File: src/sv/assert_macros.svh
// assertion helpers shared by the rtl
`ifndef ASSERT_MACROS_SVH
`define ASSERT_MACROS_SVH

`ifndef SYNTHESIS

// property checked on every rising clock edge outside reset
`define TAS_ASSERT(label, prop) \
   label: assert property (@(posedge clock) disable iff (reset) prop) \
      else $error("assertion failed");

// condition that must never be seen outside reset
`define TAS_NEVER(label, expr) \
   `TAS_ASSERT(label, !(expr))

`else

`define TAS_ASSERT(label, prop)
`define TAS_NEVER(label, expr)

`endif

`endif

File: src/sv/tas_pkg.sv
package tas_pkg;

   // cordic setup
   localparam int CORDIC_STEPS = 14;
   localparam int ITER_W       = $clog2(CORDIC_STEPS);
   localparam int XW           = 44;
   localparam int ZW           = 24;
   localparam logic [13:0] HALF_PI_Q12 = 14'd6434;
   localparam logic [15:0] AGE_STALE   = 16'hFFFF;

   // item modes
   localparam logic [1:0] MODE_CMD    = 2'd0;
   localparam logic [1:0] MODE_REPORT = 2'd1;
   localparam logic [1:0] MODE_TICK   = 2'd2;

   // register indexes
   localparam logic [2:0] REG_WHEELBASE   = 3'd0;
   localparam logic [2:0] REG_MIN_RADIUS  = 3'd1;
   localparam logic [2:0] REG_MOVING_LIM  = 3'd2;
   localparam logic [2:0] REG_FOLLOW_TOL  = 3'd3;
   localparam logic [2:0] REG_STOPPED_TOL = 3'd4;
   localparam logic [2:0] REG_CMD_TIMEOUT = 3'd5;
   localparam logic [2:0] REG_RPT_TIMEOUT = 3'd6;

   typedef enum logic [2:0] {
      ST_IDLE,
      ST_MULT,
      ST_INIT,
      ST_ITER,
      ST_DONE
   } state_type;

   typedef struct packed {
      logic accept;
      logic load_prod;
      logic init_cordic;
      logic iterate;
      logic finish;
   } dp_cmd_type;

   typedef struct packed {
      logic launch;
      logic iter_last;
      logic out_busy;
   } dp_status_type;

   // atan(2^-i) in Q.20 radians
   function automatic logic signed [ZW-1:0] atan_q20(input logic [4:0] idx);
      logic signed [ZW-1:0] val;
      case (idx)
         5'd0:  val = 24'sd823550;
         5'd1:  val = 24'sd486170;
         5'd2:  val = 24'sd256879;
         5'd3:  val = 24'sd130396;
         5'd4:  val = 24'sd65451;
         5'd5:  val = 24'sd32757;
         5'd6:  val = 24'sd16383;
         5'd7:  val = 24'sd8192;
         5'd8:  val = 24'sd4096;
         5'd9:  val = 24'sd2048;
         5'd10: val = 24'sd1024;
         5'd11: val = 24'sd512;
         5'd12: val = 24'sd256;
         5'd13: val = 24'sd128;
         5'd14: val = 24'sd64;
         5'd15: val = 24'sd32;
         5'd16: val = 24'sd16;
         5'd17: val = 24'sd8;
         5'd18: val = 24'sd4;
         5'd19: val = 24'sd2;
         default: val = '0;
      endcase
      return val;
   endfunction

   // saturating age step
   function automatic logic [15:0] age_inc(input logic [15:0] age);
      return (age == AGE_STALE) ? AGE_STALE : age + 16'd1;
   endfunction

endpackage

File: src/sv/tas_req_if.sv
interface tas_req_if;
   logic              valid;
   logic              ready;
   logic [1:0]        mode;
   logic signed [15:0] cmd_speed;
   logic signed [15:0] cmd_turn_rate;
   logic signed [15:0] report_speed;
   logic signed [15:0] report_steering;

   modport source (output valid, mode, cmd_speed, cmd_turn_rate, report_speed,
                   report_steering, input ready);
   modport sink (input valid, mode, cmd_speed, cmd_turn_rate, report_speed,
                 report_steering, output ready);
endinterface

File: src/sv/tas_rsp_if.sv
interface tas_rsp_if;
   logic              valid;
   logic              ready;
   logic signed [13:0] steer_angle;
   logic signed [15:0] drive_speed;
   logic              radius_rejected;
   logic              aligned;

   modport source (output valid, steer_angle, drive_speed, radius_rejected, aligned,
                   input ready);
   modport sink (input valid, steer_angle, drive_speed, radius_rejected, aligned,
                 output ready);
endinterface

File: src/sv/tas_csr_if.sv
interface tas_csr_if;
   logic        valid;
   logic        ready;
   logic [2:0]  index;
   logic [15:0] data;

   modport source (output valid, index, data, input ready);
   modport sink (input valid, index, data, output ready);
endinterface

File: src/sv/tas_ctrl.sv
module tas_ctrl import tas_pkg::*; (
   input  logic          clock,
   input  logic          reset,
   input  logic          req_valid,
   output logic          req_ready,
   input  dp_status_type status,
   output dp_cmd_type    cmd
);

   state_type state_ff, state_in;

   // state register
   always_ff @(posedge clock) begin
      if (reset) begin
         state_ff <= ST_IDLE;
      end else begin
         state_ff <= state_in;
      end
   end

   // next state
   always_comb begin
      state_in = state_ff;
      unique case (state_ff)
         ST_IDLE: begin
            if (req_valid && status.launch) state_in = ST_MULT;
         end
         ST_MULT: state_in = ST_INIT;
         ST_INIT: state_in = ST_ITER;
         ST_ITER: begin
            if (status.iter_last) state_in = ST_DONE;
         end
         ST_DONE: begin
            if (!status.out_busy) state_in = ST_IDLE;
         end
         default: state_in = ST_IDLE;
      endcase
   end

   // command outputs
   always_comb begin
      cmd       = '0;
      req_ready = 1'b0;
      unique case (state_ff)
         ST_IDLE: begin
            req_ready  = 1'b1;
            cmd.accept = req_valid;
         end
         ST_MULT: cmd.load_prod   = 1'b1;
         ST_INIT: cmd.init_cordic = 1'b1;
         ST_ITER: cmd.iterate     = 1'b1;
         ST_DONE: cmd.finish      = !status.out_busy;
         default: cmd = '0;
      endcase
   end

endmodule

File: src/sv/tas_dp.sv
module tas_dp import tas_pkg::*; (
   input  logic               clock,
   input  logic               reset,
   input  dp_cmd_type         cmd,
   output dp_status_type      status,
   input  logic [1:0]         req_mode,
   input  logic signed [15:0] req_cmd_speed,
   input  logic signed [15:0] req_cmd_turn_rate,
   input  logic signed [15:0] req_report_speed,
   input  logic signed [15:0] req_report_steering,
   input  logic               csr_write,
   input  logic [2:0]         csr_index,
   input  logic [15:0]        csr_data,
   output logic               rsp_valid,
   input  logic               rsp_ready,
   output logic signed [13:0] rsp_steer_angle,
   output logic signed [15:0] rsp_drive_speed,
   output logic               rsp_radius_rejected,
   output logic               rsp_aligned
);

   // configuration
   logic [15:0] wheelbase_ff, min_radius_ff, cmd_timeout_ff, rpt_timeout_ff;
   logic [14:0] moving_lim_ff, follow_tol_ff, stopped_tol_ff;
   // held state
   logic signed [15:0] held_speed_ff, held_turn_ff, seen_speed_ff, seen_steer_ff;
   logic [15:0]        cmd_age_ff, rpt_age_ff;
   // working registers
   logic [31:0]           prod_ff, rhs_ff;
   logic                  reject_ff, skip_ff;
   logic signed [XW-1:0]  x_ff, y_ff;
   logic signed [ZW-1:0]  z_ff;
   logic [ITER_W-1:0]     iter_ff;
   // result register
   logic                  rsp_valid_ff;
   logic signed [13:0]    rsp_steer_ff;
   logic signed [15:0]    rsp_speed_ff;
   logic                  rsp_reject_ff, rsp_aligned_ff;

   logic [15:0] cmd_age_in, speed_abs, turn_abs, seen_abs;
   logic [24:0] lhs;
   logic        reject_in, skip_in, y_neg;
   logic [39:0] y_mag;
   logic signed [XW-1:0] dx, dy;
   logic signed [ZW-1:0] atan_val;
   logic [ZW-1:0]        z_abs;
   logic [ZW-1:0]        r_full;
   logic [13:0]          r_clamp;
   logic signed [13:0]   steer;
   logic                 fresh_rpt, aligned;
   logic [14:0]          tol;
   logic signed [16:0]   diff;
   logic [16:0]          diff_abs;

   // item decode status
   assign cmd_age_in       = age_inc(cmd_age_ff);
   assign status.launch    = (req_mode == MODE_TICK) && (cmd_age_in != AGE_STALE)
                             && (cmd_age_in <= cmd_timeout_ff);
   assign status.iter_last = (iter_ff == ITER_W'(CORDIC_STEPS - 1));
   assign status.out_busy  = rsp_valid_ff && !rsp_ready;

   // configuration writes
   always_ff @(posedge clock) begin
      if (reset) begin
         wheelbase_ff   <= 16'd4096;
         min_radius_ff  <= 16'd256;
         moving_lim_ff  <= 15'd205;
         follow_tol_ff  <= 15'd1638;
         stopped_tol_ff <= 15'd205;
         cmd_timeout_ff <= 16'd200;
         rpt_timeout_ff <= 16'd200;
      end else if (csr_write) begin
         unique case (csr_index)
            REG_WHEELBASE:   wheelbase_ff   <= csr_data;
            REG_MIN_RADIUS:  min_radius_ff  <= csr_data;
            REG_MOVING_LIM:  moving_lim_ff  <= csr_data[14:0];
            REG_FOLLOW_TOL:  follow_tol_ff  <= csr_data[14:0];
            REG_STOPPED_TOL: stopped_tol_ff <= csr_data[14:0];
            REG_CMD_TIMEOUT: cmd_timeout_ff <= csr_data;
            REG_RPT_TIMEOUT: rpt_timeout_ff <= csr_data;
            default: ;
         endcase
      end
   end

   // latch commands and reports, age on ticks
   always_ff @(posedge clock) begin
      if (reset) begin
         held_speed_ff <= '0;
         held_turn_ff  <= '0;
         seen_speed_ff <= '0;
         seen_steer_ff <= '0;
         cmd_age_ff    <= AGE_STALE;
         rpt_age_ff    <= AGE_STALE;
      end else if (cmd.accept) begin
         case (req_mode)
            MODE_CMD: begin
               held_speed_ff <= req_cmd_speed;
               held_turn_ff  <= req_cmd_turn_rate;
               cmd_age_ff    <= '0;
            end
            MODE_REPORT: begin
               seen_speed_ff <= req_report_speed;
               seen_steer_ff <= req_report_steering;
               rpt_age_ff    <= '0;
            end
            MODE_TICK: begin
               cmd_age_ff <= cmd_age_in;
               rpt_age_ff <= age_inc(rpt_age_ff);
            end
            default: ;
         endcase
      end
   end

   // magnitudes of the held command
   assign speed_abs = held_speed_ff[15] ? 16'(-held_speed_ff) : held_speed_ff;
   assign turn_abs  = held_turn_ff[15] ? 16'(-held_turn_ff) : held_turn_ff;

   // products for the radius check and the tangent numerator
   always_ff @(posedge clock) begin
      if (cmd.load_prod) begin
         prod_ff <= wheelbase_ff * turn_abs;
         rhs_ff  <= min_radius_ff * turn_abs;
      end
   end

   // radius reject and trivial-angle cases
   assign lhs       = {1'b0, speed_abs, 8'b0};
   assign reject_in = (held_turn_ff != '0) && ({7'b0, lhs} < rhs_ff);
   assign skip_in   = (held_turn_ff == '0) || reject_in
                      || ((speed_abs == '0) && (prod_ff == '0));
   assign y_neg     = held_turn_ff[15] ^ held_speed_ff[15];
   assign y_mag     = {prod_ff, 8'b0};

   // cordic shift-add step
   assign dx       = y_ff >>> iter_ff;
   assign dy       = x_ff >>> iter_ff;
   assign atan_val = atan_q20(5'(iter_ff));

   always_ff @(posedge clock) begin
      if (cmd.init_cordic) begin
         x_ff      <= XW'({speed_abs, 20'b0});
         y_ff      <= y_neg ? -XW'(y_mag) : XW'(y_mag);
         z_ff      <= '0;
         iter_ff   <= '0;
         reject_ff <= reject_in;
         skip_ff   <= skip_in;
      end else if (cmd.iterate) begin
         if (!y_ff[XW-1]) begin
            x_ff <= x_ff + dx;
            y_ff <= y_ff - dy;
            z_ff <= z_ff + atan_val;
         end else begin
            x_ff <= x_ff - dx;
            y_ff <= y_ff + dy;
            z_ff <= z_ff - atan_val;
         end
         if (!status.iter_last) iter_ff <= iter_ff + 1'b1;
      end
   end

   // round to Q1.12 and clamp
   assign z_abs   = z_ff[ZW-1] ? -z_ff : z_ff;
   assign r_full  = (z_abs + ZW'(128)) >> 8;
   assign r_clamp = (r_full > ZW'(HALF_PI_Q12)) ? HALF_PI_Q12 : r_full[13:0];
   assign steer   = skip_ff ? '0 : (z_ff[ZW-1] ? -r_clamp : r_clamp);

   // alignment against the latest report
   assign fresh_rpt = (rpt_age_ff != AGE_STALE) && (rpt_age_ff <= rpt_timeout_ff);
   assign seen_abs  = seen_speed_ff[15] ? 16'(-seen_speed_ff) : seen_speed_ff;
   assign tol       = (seen_abs > {1'b0, moving_lim_ff}) ? follow_tol_ff : stopped_tol_ff;
   assign diff      = 17'(seen_steer_ff) - 17'(steer);
   assign diff_abs  = diff[16] ? 17'(-diff) : diff;
   assign aligned   = fresh_rpt && (diff_abs < {2'b0, tol});

   // result register
   always_ff @(posedge clock) begin
      if (reset) begin
         rsp_valid_ff <= 1'b0;
      end else if (cmd.finish) begin
         rsp_valid_ff <= 1'b1;
      end else if (rsp_ready) begin
         rsp_valid_ff <= 1'b0;
      end
   end

   always_ff @(posedge clock) begin
      if (cmd.finish) begin
         rsp_steer_ff   <= steer;
         rsp_speed_ff   <= (aligned && !reject_ff) ? held_speed_ff : '0;
         rsp_reject_ff  <= reject_ff;
         rsp_aligned_ff <= aligned;
      end
   end

   assign rsp_valid           = rsp_valid_ff;
   assign rsp_steer_angle     = rsp_steer_ff;
   assign rsp_drive_speed     = rsp_speed_ff;
   assign rsp_radius_rejected = rsp_reject_ff;
   assign rsp_aligned         = rsp_aligned_ff;

endmodule

File: src/sv/twist_to_ackermann_steering.sv
// channel    dir  handshake     payload
// req_ch     in   valid/ready   mode, cmd_speed, cmd_turn_rate, report_speed, report_steering
// rsp_ch     out  valid/ready   steer_angle, drive_speed, radius_rejected, aligned
// csr_ch     in   valid/ready   index, data
//
// commands, reports and stale ticks are taken in the idle state, which then accepts the next item
// a fresh tick steps through the mult, init, iter and done states, the iter state running the iterative cordic unit
// the result register holds one result; a new item is accepted while it waits
// reset is synchronous and restores register defaults and stale ages
// csr writes are taken every cycle
`include "assert_macros.svh"

module twist_to_ackermann_steering import tas_pkg::*; (
   input logic       clock,
   input logic       reset,
   tas_req_if.sink   req_ch,
   tas_rsp_if.source rsp_ch,
   tas_csr_if.sink   csr_ch
);

   dp_cmd_type    cmd;
   dp_status_type status;

   assign csr_ch.ready = 1'b1;

   // sequencer
   tas_ctrl u_ctrl (
      .clock     (clock),
      .reset     (reset),
      .req_valid (req_ch.valid),
      .req_ready (req_ch.ready),
      .status    (status),
      .cmd       (cmd)
   );

   // datapath
   tas_dp u_dp (
      .clock               (clock),
      .reset               (reset),
      .cmd                 (cmd),
      .status              (status),
      .req_mode            (req_ch.mode),
      .req_cmd_speed       (req_ch.cmd_speed),
      .req_cmd_turn_rate   (req_ch.cmd_turn_rate),
      .req_report_speed    (req_ch.report_speed),
      .req_report_steering (req_ch.report_steering),
      .csr_write           (csr_ch.valid),
      .csr_index           (csr_ch.index),
      .csr_data            (csr_ch.data),
      .rsp_valid           (rsp_ch.valid),
      .rsp_ready           (rsp_ch.ready),
      .rsp_steer_angle     (rsp_ch.steer_angle),
      .rsp_drive_speed     (rsp_ch.drive_speed),
      .rsp_radius_rejected (rsp_ch.radius_rejected),
      .rsp_aligned         (rsp_ch.aligned)
   );

   // result sanity
   `TAS_ASSERT(a_steer_range, rsp_ch.valid |-> (rsp_ch.steer_angle <= 14'sd6434 && rsp_ch.steer_angle >= -14'sd6434))
   `TAS_ASSERT(a_reject_zero, rsp_ch.valid && rsp_ch.radius_rejected |-> rsp_ch.steer_angle == '0 && rsp_ch.drive_speed == '0)
   `TAS_ASSERT(a_unaligned_stop, rsp_ch.valid && !rsp_ch.aligned |-> rsp_ch.drive_speed == '0)
   `TAS_ASSERT(a_finish_shows, cmd.finish |=> rsp_ch.valid)
   `TAS_NEVER(a_finish_overrun, cmd.finish && rsp_ch.valid && !rsp_ch.ready)

endmodule
File: src/flat_wrapper.sv
// flat-port wrapper written by rule: the top's interface ports become plain ports
module twist_to_ackermann_steering_flat import tas_pkg::*;
  (clock, reset, req_ch_valid, req_ch_mode, req_ch_cmd_speed, req_ch_cmd_turn_rate, req_ch_report_speed, req_ch_report_steering, req_ch_ready, rsp_ch_valid, rsp_ch_steer_angle, rsp_ch_drive_speed, rsp_ch_radius_rejected, rsp_ch_aligned, rsp_ch_ready, csr_ch_valid, csr_ch_index, csr_ch_data, csr_ch_ready);
  tas_req_if req_ch_i ();
  tas_rsp_if rsp_ch_i ();
  tas_csr_if csr_ch_i ();
  input logic clock;
  input logic reset;
  input wire logic [$bits(req_ch_i.valid)-1:0] req_ch_valid;
  input wire logic [$bits(req_ch_i.mode)-1:0] req_ch_mode;
  input wire logic [$bits(req_ch_i.cmd_speed)-1:0] req_ch_cmd_speed;
  input wire logic [$bits(req_ch_i.cmd_turn_rate)-1:0] req_ch_cmd_turn_rate;
  input wire logic [$bits(req_ch_i.report_speed)-1:0] req_ch_report_speed;
  input wire logic [$bits(req_ch_i.report_steering)-1:0] req_ch_report_steering;
  output wire logic [$bits(req_ch_i.ready)-1:0] req_ch_ready;
  output wire logic [$bits(rsp_ch_i.valid)-1:0] rsp_ch_valid;
  output wire logic [$bits(rsp_ch_i.steer_angle)-1:0] rsp_ch_steer_angle;
  output wire logic [$bits(rsp_ch_i.drive_speed)-1:0] rsp_ch_drive_speed;
  output wire logic [$bits(rsp_ch_i.radius_rejected)-1:0] rsp_ch_radius_rejected;
  output wire logic [$bits(rsp_ch_i.aligned)-1:0] rsp_ch_aligned;
  input wire logic [$bits(rsp_ch_i.ready)-1:0] rsp_ch_ready;
  input wire logic [$bits(csr_ch_i.valid)-1:0] csr_ch_valid;
  input wire logic [$bits(csr_ch_i.index)-1:0] csr_ch_index;
  input wire logic [$bits(csr_ch_i.data)-1:0] csr_ch_data;
  output wire logic [$bits(csr_ch_i.ready)-1:0] csr_ch_ready;
  assign req_ch_i.valid = req_ch_valid;
  assign req_ch_i.mode = req_ch_mode;
  assign req_ch_i.cmd_speed = req_ch_cmd_speed;
  assign req_ch_i.cmd_turn_rate = req_ch_cmd_turn_rate;
  assign req_ch_i.report_speed = req_ch_report_speed;
  assign req_ch_i.report_steering = req_ch_report_steering;
  assign req_ch_ready = req_ch_i.ready;
  assign rsp_ch_valid = rsp_ch_i.valid;
  assign rsp_ch_steer_angle = rsp_ch_i.steer_angle;
  assign rsp_ch_drive_speed = rsp_ch_i.drive_speed;
  assign rsp_ch_radius_rejected = rsp_ch_i.radius_rejected;
  assign rsp_ch_aligned = rsp_ch_i.aligned;
  assign rsp_ch_i.ready = rsp_ch_ready;
  assign csr_ch_i.valid = csr_ch_valid;
  assign csr_ch_i.index = csr_ch_index;
  assign csr_ch_i.data = csr_ch_data;
  assign csr_ch_ready = csr_ch_i.ready;
  twist_to_ackermann_steering u_core (.clock(clock), .reset(reset), .req_ch(req_ch_i), .rsp_ch(rsp_ch_i), .csr_ch(csr_ch_i));
endmodule
File: config.mk
export PLATFORM = sky130hd
export DESIGN_NAME = twist_to_ackermann_steering_flat
export DESIGN_NICKNAME = d
export VERILOG_FILES = /design/src/sv/tas_pkg.sv /design/src/sv/tas_req_if.sv /design/src/sv/tas_rsp_if.sv /design/src/sv/tas_csr_if.sv /design/src/sv/tas_ctrl.sv /design/src/sv/tas_dp.sv /design/src/sv/twist_to_ackermann_steering.sv /design/src/flat_wrapper.sv
export VERILOG_INCLUDE_DIRS = /design/src /design/src/sv
export SDC_FILE = /design/constraint.sdc
export NUM_CORES = 2
export LEC_CHECK = 0
export ABC_CLOCK_PERIOD_IN_PS = 11500
export BUFFER_PORTS_ARGS = -buffer_cell sky130_fd_sc_hd__buf_2
export CAP_MARGIN = 20
export CORE_MARGIN = 5
export CORE_UTILIZATION = 60
export DETAILED_ROUTE_END_ITERATION = 8
export GPL_TIMING_DRIVEN = 0
export MAX_ROUTING_LAYER = met4
export PLACE_DENSITY = 0.87
export SKIP_LAST_GASP = 1
export SLEW_MARGIN = 30
export SYNTH_ARGS = -nofsm -noshare
export SYNTH_HDL_FRONTEND = slang
export SYNTH_SLANG_ARGS = --single-unit
File: constraint.sdc
create_clock -name clock -period 11.5 [get_ports clock]
set_input_delay 1.15 -clock clock [delete_from_list [all_inputs] [get_ports clock]]
set_output_delay 1.15 -clock clock [all_outputs]
set_load 0.05 [all_outputs]
=== Word-level counts from Yosys, hierarchy flattened ===
Memories as Yosys holds them, arrays and structs flattened. A register that Yosys moved wholly into a read port is not among the register bits.
Index checks and enable logic that the tools add are counted.

* Order comparisons: 6
* Bitwise operators: 2
* Muxes and demuxes: 35
* Reduce and logical (&&, ||, !) cells: 38
* Eq/ne operators: 20
* Shift operators: 2
* Multiply operators: 2
* Divide/modulo/power cells: 0
* Add/subtract/negate cells: 18

{| class="wikitable"
|+ Operator list
! cell !! count
|-
| 44-bit 2-to-1 mux || 5
|-
| 44-bit adder || 2
|-
| 44-bit by 4-bit >>> shifter with 44-bit output || 2
|-
| 44-bit subtractor || 2
|-
| 16-bit 2-to-1 mux || 5
|-
| 36-bit 2-to-1 mux || 2
|-
| 16-bit by 16-bit multiplier with 32-bit output || 2
|-
| 16-bit case mux with 2 select lines || 2
|-
| 24-bit 2-to-1 mux || 2
|-
| 16-bit negator || 3
|-
| 40-bit negator with 44-bit output || 1
|-
| 14-bit 2-to-1 mux || 3
|-
| 16-bit by 1-bit adder with 16-bit output, second input constant || 2
|-
| 16-bit equality test, second input constant || 2
|-
| 16-bit less-or-equal comparator || 2
|-
| 16-bit zero test || 2
|-
| 32-bit zero test || 1
|-
| 24-bit by 32-bit < comparator with 1-bit output || 1
|-
| 16-bit inequality test, second input constant || 2
|-
| 24-bit adder || 1
|-
| 24-bit by 8-bit adder with 24-bit output, second input constant || 1
|-
| 24-bit negator || 1
|-
| 2-bit AND reduction || 12
|-
| 24-bit subtractor || 1
|-
| 31 further kinds || 64
|}

* Bits in read-only memories: 320
* Memories kept: 1
* Logic and storage cells: 152
* Register bits: 423
* Input port bits: 90
* Bits in latches: 0
* Output and inout bits: 35
* Memory bits (writable): 0

{| class="wikitable"
|+ Memory list
! memory !! depth !! bits a word !! read ports !! clocked after memory_dff !! wr ports !! RTL line !! RTL
|-
| (no name shown) || 16 || 20 || 1 || 1 || 0 || tas_pkg.sv:50 || <nowiki>case (idx)</nowiki>
|}

=== Logic depth before layout (Yosys ltp) ===
* Depth after elaboration: 14
* Gate-level depth with buffers: 48
* Gate-level depth less buffers: 43

=== Cells and area by module ===
From an unflattened synthesis, not the netlist that was laid out.

* Cell total of the unflattened synthesis: 5929
* Area, all modules: 51061.5 µm²

{| class="wikitable"
|+ Modules (own cells, without submodules)
! module !! instances !! cells each !! area an instance (µm²) !! sequential area each (µm²)
|-
| tas_dp || 1 || 5905 || 50845.0 || 10390.0
|-
| tas_ctrl || 1 || 22 || 205.2 || 60.1
|-
| twist_to_ackermann_steering || 1 || 2 || 11.3 || 0.0
|}

=== Worst setup path after synthesis ===
No wires, ideal clock.

* Path type: flip-flop to flip-flop
* Start point: register u_core.u_dp.z_ff[23]
* End point: register u_core.u_dp.rsp_speed_ff[10], in the netlist u_core.u_dp.rsp_drive_speed[10], data pin
* Library setup time: 0.131 ns
* Buffers on the path: 7
* Arrival: 9.988 ns
* Data required time: 11.369 ns
* Path slack: 1.381 ns
* Clock period less this slack: 10.119 ns
* Cell stages (with the launch flop): 47
* Cell sequence: dfxtp_1 > clkbuf_1 > clkbuf_1 > buf_1 > clkbuf_1 > clkbuf_1 > o21ai_0 > xnor2_1 > ha_1 > inv_1 > a2111oi_0 > or3_1 > nand3_1 > or4_1 > a211oi_1 > a21oi_1 > or2_0 > nor2_1 > [11 not listed] > a21oi_1 > o21ai_0 > a31oi_1 > nand2b_1 > a31o_2 > clkbuf_1 > o21ai_0 > xnor2_1 > ha_1 > a21o_1 > a21o_1 > a21oi_1 > nor2b_1 > o21ai_0 > o2111ai_1 > a2111oi_1 > clkbuf_1 > and2_1

* Longest elaborated chain between the ends: 14

{| class="wikitable"
|+ RTL lines
! what !! RTL line !! RTL
|-
| start, declared || tas_dp.sv:32 || <nowiki>logic signed [ZW-1:0] z_ff;</nowiki>
|-
| start signal, assigned || tas_dp.sv:153 || <nowiki>z_ff <= z_ff + atan_val;</nowiki>
|-
| start signal, assigned || tas_dp.sv:157 || <nowiki>z_ff <= z_ff - atan_val;</nowiki>
|-
| 24-bit negator || tas_dp.sv:164 || <nowiki>assign z_abs = z_ff[ZW-1] ? -z_ff : z_ff;</nowiki>
|-
| 24-bit 2-to-1 mux || tas_dp.sv:164 ||
|-
| 24-bit by 8-bit adder with 24-bit output || tas_dp.sv:165 || <nowiki>assign r_full = (z_abs + ZW'(128)) >> 8;</nowiki>
|-
| 16-bit by 13-bit greater-than comparator with 1-bit output || tas_dp.sv:166 || <nowiki>assign r_clamp = (r_full > ZW'(HALF_PI_Q12)) ? HALF_PI_Q12 : r_full[13:0];</nowiki>
|-
| 14-bit 2-to-1 mux || tas_dp.sv:166 ||
|-
| 14-bit negator || tas_dp.sv:167 || <nowiki>assign steer = skip_ff ? '0 : (z_ff[ZW-1] ? -r_clamp : r_clamp);</nowiki>
|-
| 14-bit 2-to-1 mux (*) (2 in a row) || tas_dp.sv:167 ||
|-
| 16-bit by 14-bit subtractor with 17-bit output (*) || tas_dp.sv:173 || <nowiki>assign diff = 17'(seen_steer_ff) - 17'(steer);</nowiki>
|-
| 17-bit negator || tas_dp.sv:174 || <nowiki>assign diff_abs = diff[16] ? 17'(-diff) : diff;</nowiki>
|-
| 17-bit 2-to-1 mux (*) || tas_dp.sv:174 ||
|-
| 17-bit by 15-bit < comparator with 1-bit output (*) || tas_dp.sv:175 || <nowiki>assign aligned = fresh_rpt && (diff_abs < {2'b0, tol});</nowiki>
|-
| 1-bit logical AND (*) || tas_dp.sv:175 ||
|-
| 1-bit logical AND (*) || tas_dp.sv:191 || <nowiki>rsp_speed_ff <= (aligned && !reject_ff) ? held_speed_ff : '0;</nowiki>
|-
| end signal, assigned || tas_dp.sv:191 ||
|-
| end, declared || tas_dp.sv:37 || <nowiki>logic signed [15:0] rsp_speed_ff;</nowiki>
|}

Every way passes the cells marked *; elsewhere a longest branch is shown, timed or not.
A chain may end at the register's enable or synchronous reset.

=== Worst setup path in the final report ===
* Start point: register u_core.u_dp.z_ff[23]
* End point: register u_core.u_dp.rsp_speed_ff[2], in the netlist u_core.u_dp.rsp_drive_speed[2], data pin

Same word-level chain as after synthesis.

==> impl_metrics.env <==
export IMPL_outcome="complete, no violations"
export IMPL_peakVddDrop_v=0.000169
export IMPL_drt_met1_wl_um=59500
export IMPL_synth_seq_cells=443
export IMPL_synth_top_family_by_area="adder cells"
export IMPL_timing_rr_start="u_core.u_dp.z_ff[23]"
export IMPL_clock_sinks=443
export IMPL_max_cap_viol_count=0
export IMPL_wl_met2_um=71600
export IMPL_hold_violations=0
export IMPL_synth_top_area_frac=0.156
export IMPL_arrival_ns=11.34
export IMPL_die_h_um=300
export IMPL_synth_mux_area_frac=0.0740
export IMPL_io_buffer_count=122
export IMPL_max_slew_worst_pin_slew_ns=1.08
export IMPL_synthAdderAreaFrac=0.263
export IMPL_r2r_slack_ns=0.60
export IMPL_avgSynthCellArea_um2=8.65
export IMPL_hold_buffers=0
export IMPL_htreeDepth=2
export IMPL_async_reset_ff_frac=0
export IMPL_worst_r2r_cell_count=47
export IMPL_synth_simple_area_share=0.181
export IMPL_dr_pass1_iters=8
export IMPL_synthXorXnorAreaFrac=0.0653
export IMPL_rows=106
export IMPL_grt_pass1_vias=44300
export IMPL_crit_path_end_kind="flop"
export IMPL_cellPowerDensity_nw_per_um2=171
export IMPL_cts_buffers=52
export IMPL_yosysWarningCount=0
export IMPL_grt_pass1_wl_um=249000
export IMPL_p_int_w=0.00507
export IMPL_finalMaxSlewViolations=0
export IMPL_io_pins=125
export IMPL_final_nets=6934
export IMPL_hold_path_class="reg -> reg"
export IMPL_syn_inst=5832
export IMPL_slew_headroom=0.281
export IMPL_drc=0
export IMPL_r2r_end="u_core.u_dp.rsp_drive_speed[2]"
export IMPL_root_buffer="clkbuf_16"
export IMPL_clock_power_share=0.181
export IMPL_postRouteAntennaNets=0
export IMPL_max_freq_mhz=91.7
export IMPL_power_leakage_nw=24.1
export IMPL_period_minus_slack_ns=10.90
export IMPL_crit_path_top_delay_cell="a22oi_1"
export IMPL_crit_top_cell="o21ai_0"
export IMPL_yosys_top_cells_count="nand2_1, inv_1, a21oi_1"
export IMPL_p_switching_w=0.00423
export IMPL_detail_route_wl_per_cell_um=22.8
export IMPL_cts_tree="yes"
export IMPL_clk_path_buf_depth=3
export IMPL_yosysMostFrequentCell="nand2_1"
export IMPL_yosys_top_cells_area="fa_1, dfxtp_1, ha_1"
export IMPL_via_per_inst=6.35
export IMPL_grt_max_degree=69
export IMPL_cp_max_fo=11
export IMPL_crit_end="u_core.u_dp.rsp_drive_speed[2]"
export IMPL_synth_flop_cell="dfxtp_1"
export IMPL_cp_top_family="compound AO/OA/AOI/OAI gates"
export IMPL_syn2layout_area_growth_pct=7.91
export IMPL_whs_ns=0.454
export IMPL_routed_top_layer="met4"
export IMPL_synth_area_um2=50400
export IMPL_dp_cells=7043
export IMPL_wl_um=163000
export IMPL_clk_pin_slew_ns=0.06
export IMPL_ys_types=109
export IMPL_gr_total_overflow=0
export IMPL_drive_above_1_share=0.0759
export IMPL_combPwrFrac=0.601
export IMPL_yosys_area_top_type="fa_1"
export IMPL_syn_nets=6748
export IMPL_cp_data_required_time_ns=11.94
export IMPL_finalCritPeriodShare=0.948
export IMPL_die_area_um2=90000
export IMPL_startpoint="u_core.u_dp.z_ff[23]"
export IMPL_cpPeakStageDelay_ns=0.47
export IMPL_clock_skew_ns=0.0398
export IMPL_dpl_hpwl_um=128000
export IMPL_routed_wl_met3_um=17500
export IMPL_clkLatencyLatePin_ns=0.68
export IMPL_grt_usage=0.362
export IMPL_seq_area_frac_synth=0.207
export IMPL_synth_edff_count=158
export IMPL_synth_compound_area_frac=0.141
export IMPL_crit_type="reg -> reg"
export IMPL_swShare=0.455
export IMPL_setup_viol=0
export IMPL_path_buf_inv=7
export IMPL_critPathLaunchType="flop"
export IMPL_fp_coreArea_um2=83600
export IMPL_drtIter0Drc=4815
export IMPL_initial_core_util=0.604
export IMPL_crit_cells=47
export IMPL_pwr_share_seq=0.218
export IMPL_vias=45400
export IMPL_finalNonFillerCells=7151
export IMPL_die_w_um=300
export IMPL_antenna_found_initial=9
export IMPL_gp_congestion=1.06
==> logic make-up after synthesis <==
family,count (synthesis)
fa+ha+maj,826
xor+xnor,376
compound gates,1157
buf+inv,863
other cells,1
flops,443
mux,220
simple gates,1946
==> placed cells by master (no fill, tap or decap), types with 23 or more instances in the layout <==
cell type and n:
nand4_1 46, nand3_1 57, buf_2 140, a21oi_1 451
o21bai_1 24, o21a_1 52, mux2_2 42, fa_1 392
or3_1 35, a31oi_1 51, clkbuf_16 52, nand3b_1 23
and2_1 237, dfxtp_1 284, edfxtp_1 158, inv_1 593
a211oi_1 26, nand2_1 991, xor2_1 126, nor2b_1 42
nand2b_1 42, ha_1 434, clkbuf_1 208, o21ai_0 233
o31ai_1 44, mux4_1 35, mux4_2 68, and3_1 37
xnor2_1 248, nor3_1 69, nor2_1 245, mux2i_1 68
a21o_1 116
==> tightest hold or removal path, cell delays in order (launching register included) <==
cell     delay (ns)
dfxtp_1        0.31
nand2_1        0.05
a21oi_1        0.05
==> per-stage QoR <==
step | TNS, ns | area [um2] | worst slack (ns) | utilization | power [W]
final | 0 | 54400 | 0.595 | 0.651 | 0.00931
after global routing | -0.721 | 54400 | -0.0628 | 0.651 | 0.00981
after CTS | 0 | 54300 | 0.0560 | 0.650 | 0.00911
after detailed placement | -19.90 | 52600 | -1.26 | 0.629 | 0.00740
after global placement | -30.50 | 52400 | -1.95 | 0.627 | 0.00725
after floorplan | 0 | 50400 | 1.38 | - | 0.00610
==> how the worst min path moves through the flow <==
stage / slack, ns / cells past startpoint / endpoint / startpoint
final: 0.45 / 2 / u_core.u_dp.cmd_timeout_ff[13] / u_core.u_dp.cmd_timeout_ff[13]
after global routing: 0.47 / 2 / u_core.u_dp.stopped_tol_ff[4] / u_core.u_dp.stopped_tol_ff[4]
after CTS: 0.46 / 2 / u_core.u_dp.cmd_timeout_ff[10] / u_core.u_dp.cmd_timeout_ff[10]
after detailed placement: 0.45 / 2 / u_core.u_dp.cmd_timeout_ff[10] / u_core.u_dp.cmd_timeout_ff[10]
after global placement: 0.44 / 2 / u_core.u_dp.follow_tol_ff[13] / u_core.u_dp.follow_tol_ff[13]
after floorplan: 0.43 / 0 / u_core.u_dp.rsp_radius_rejected / u_core.u_dp.reject_ff
==> what timing repair did <==
item | CTS | global route
pin swaps | 1 | 1
gates resized for setup | 9 | 22
setup endpoints to repair | 17 | 17
endpoints found under the hold margin | 0 | 0
buffers inserted | 1 | 1
==> state kept, by name, summed over array words and instances, names as in the netlist, 16 cells and up <==
register	flops
u_core.u_dp.seen_steer_ff	16
u_core.u_dp.rpt_age_ff	16
u_core.u_dp.rhs_ff	32
u_core.u_dp.x_ff	44
u_core.u_dp.held_speed_ff	16
u_core.u_dp.wheelbase_ff	16
u_core.u_dp.cmd_timeout_ff	16
u_core.u_dp.rsp_drive_speed	16
u_core.u_dp.rpt_timeout_ff	16
u_core.u_dp.prod_ff	32
u_core.u_dp.min_radius_ff	16
u_core.u_dp.seen_speed_ff	16
u_core.u_dp.held_turn_ff	16
u_core.u_dp.y_ff	44
u_core.u_dp.cmd_age_ff	16
u_core.u_dp.z_ff	24
u_core.u_dp.atan_val	20
==> final cells by class <==
class                           instances  area [um2]
Fill cell                            6660       29100
Clock buffer                           69        1440
Antenna cell                           10        25.0
Tap cell                             1080        1350
Multi-Input combinational cell       4526       36700
Inverter                              597        2250
Clock inverter                         28         278
Sequential cell                       443       10500
Buffer                                265        1220
Timing Repair Buffer                  133         703
==> power groups by stage <==
stage	clock, W	sequential [W]	combinational, W
5_1_grt	0.00175	0.00204	0.00601
2_1_floorplan	0	0.00199	0.00411
4_1_cts	0.00169	0.00202	0.00540
3_3_place_gp	0	0.00204	0.00520
3_5_place_dp	0	0.00205	0.00535
6_report	0.00168	0.00203	0.00559
==> routing by layer <==
metal / vias up / track usage
met3: 721 / 0.0804
met4: 0 / 0.247
met1: 21800 / 0.432
met5: - / -
met2: 2669 / 0.550
li1: 20300 / -
No activity file was read; power rests on OpenSTA's default activity.
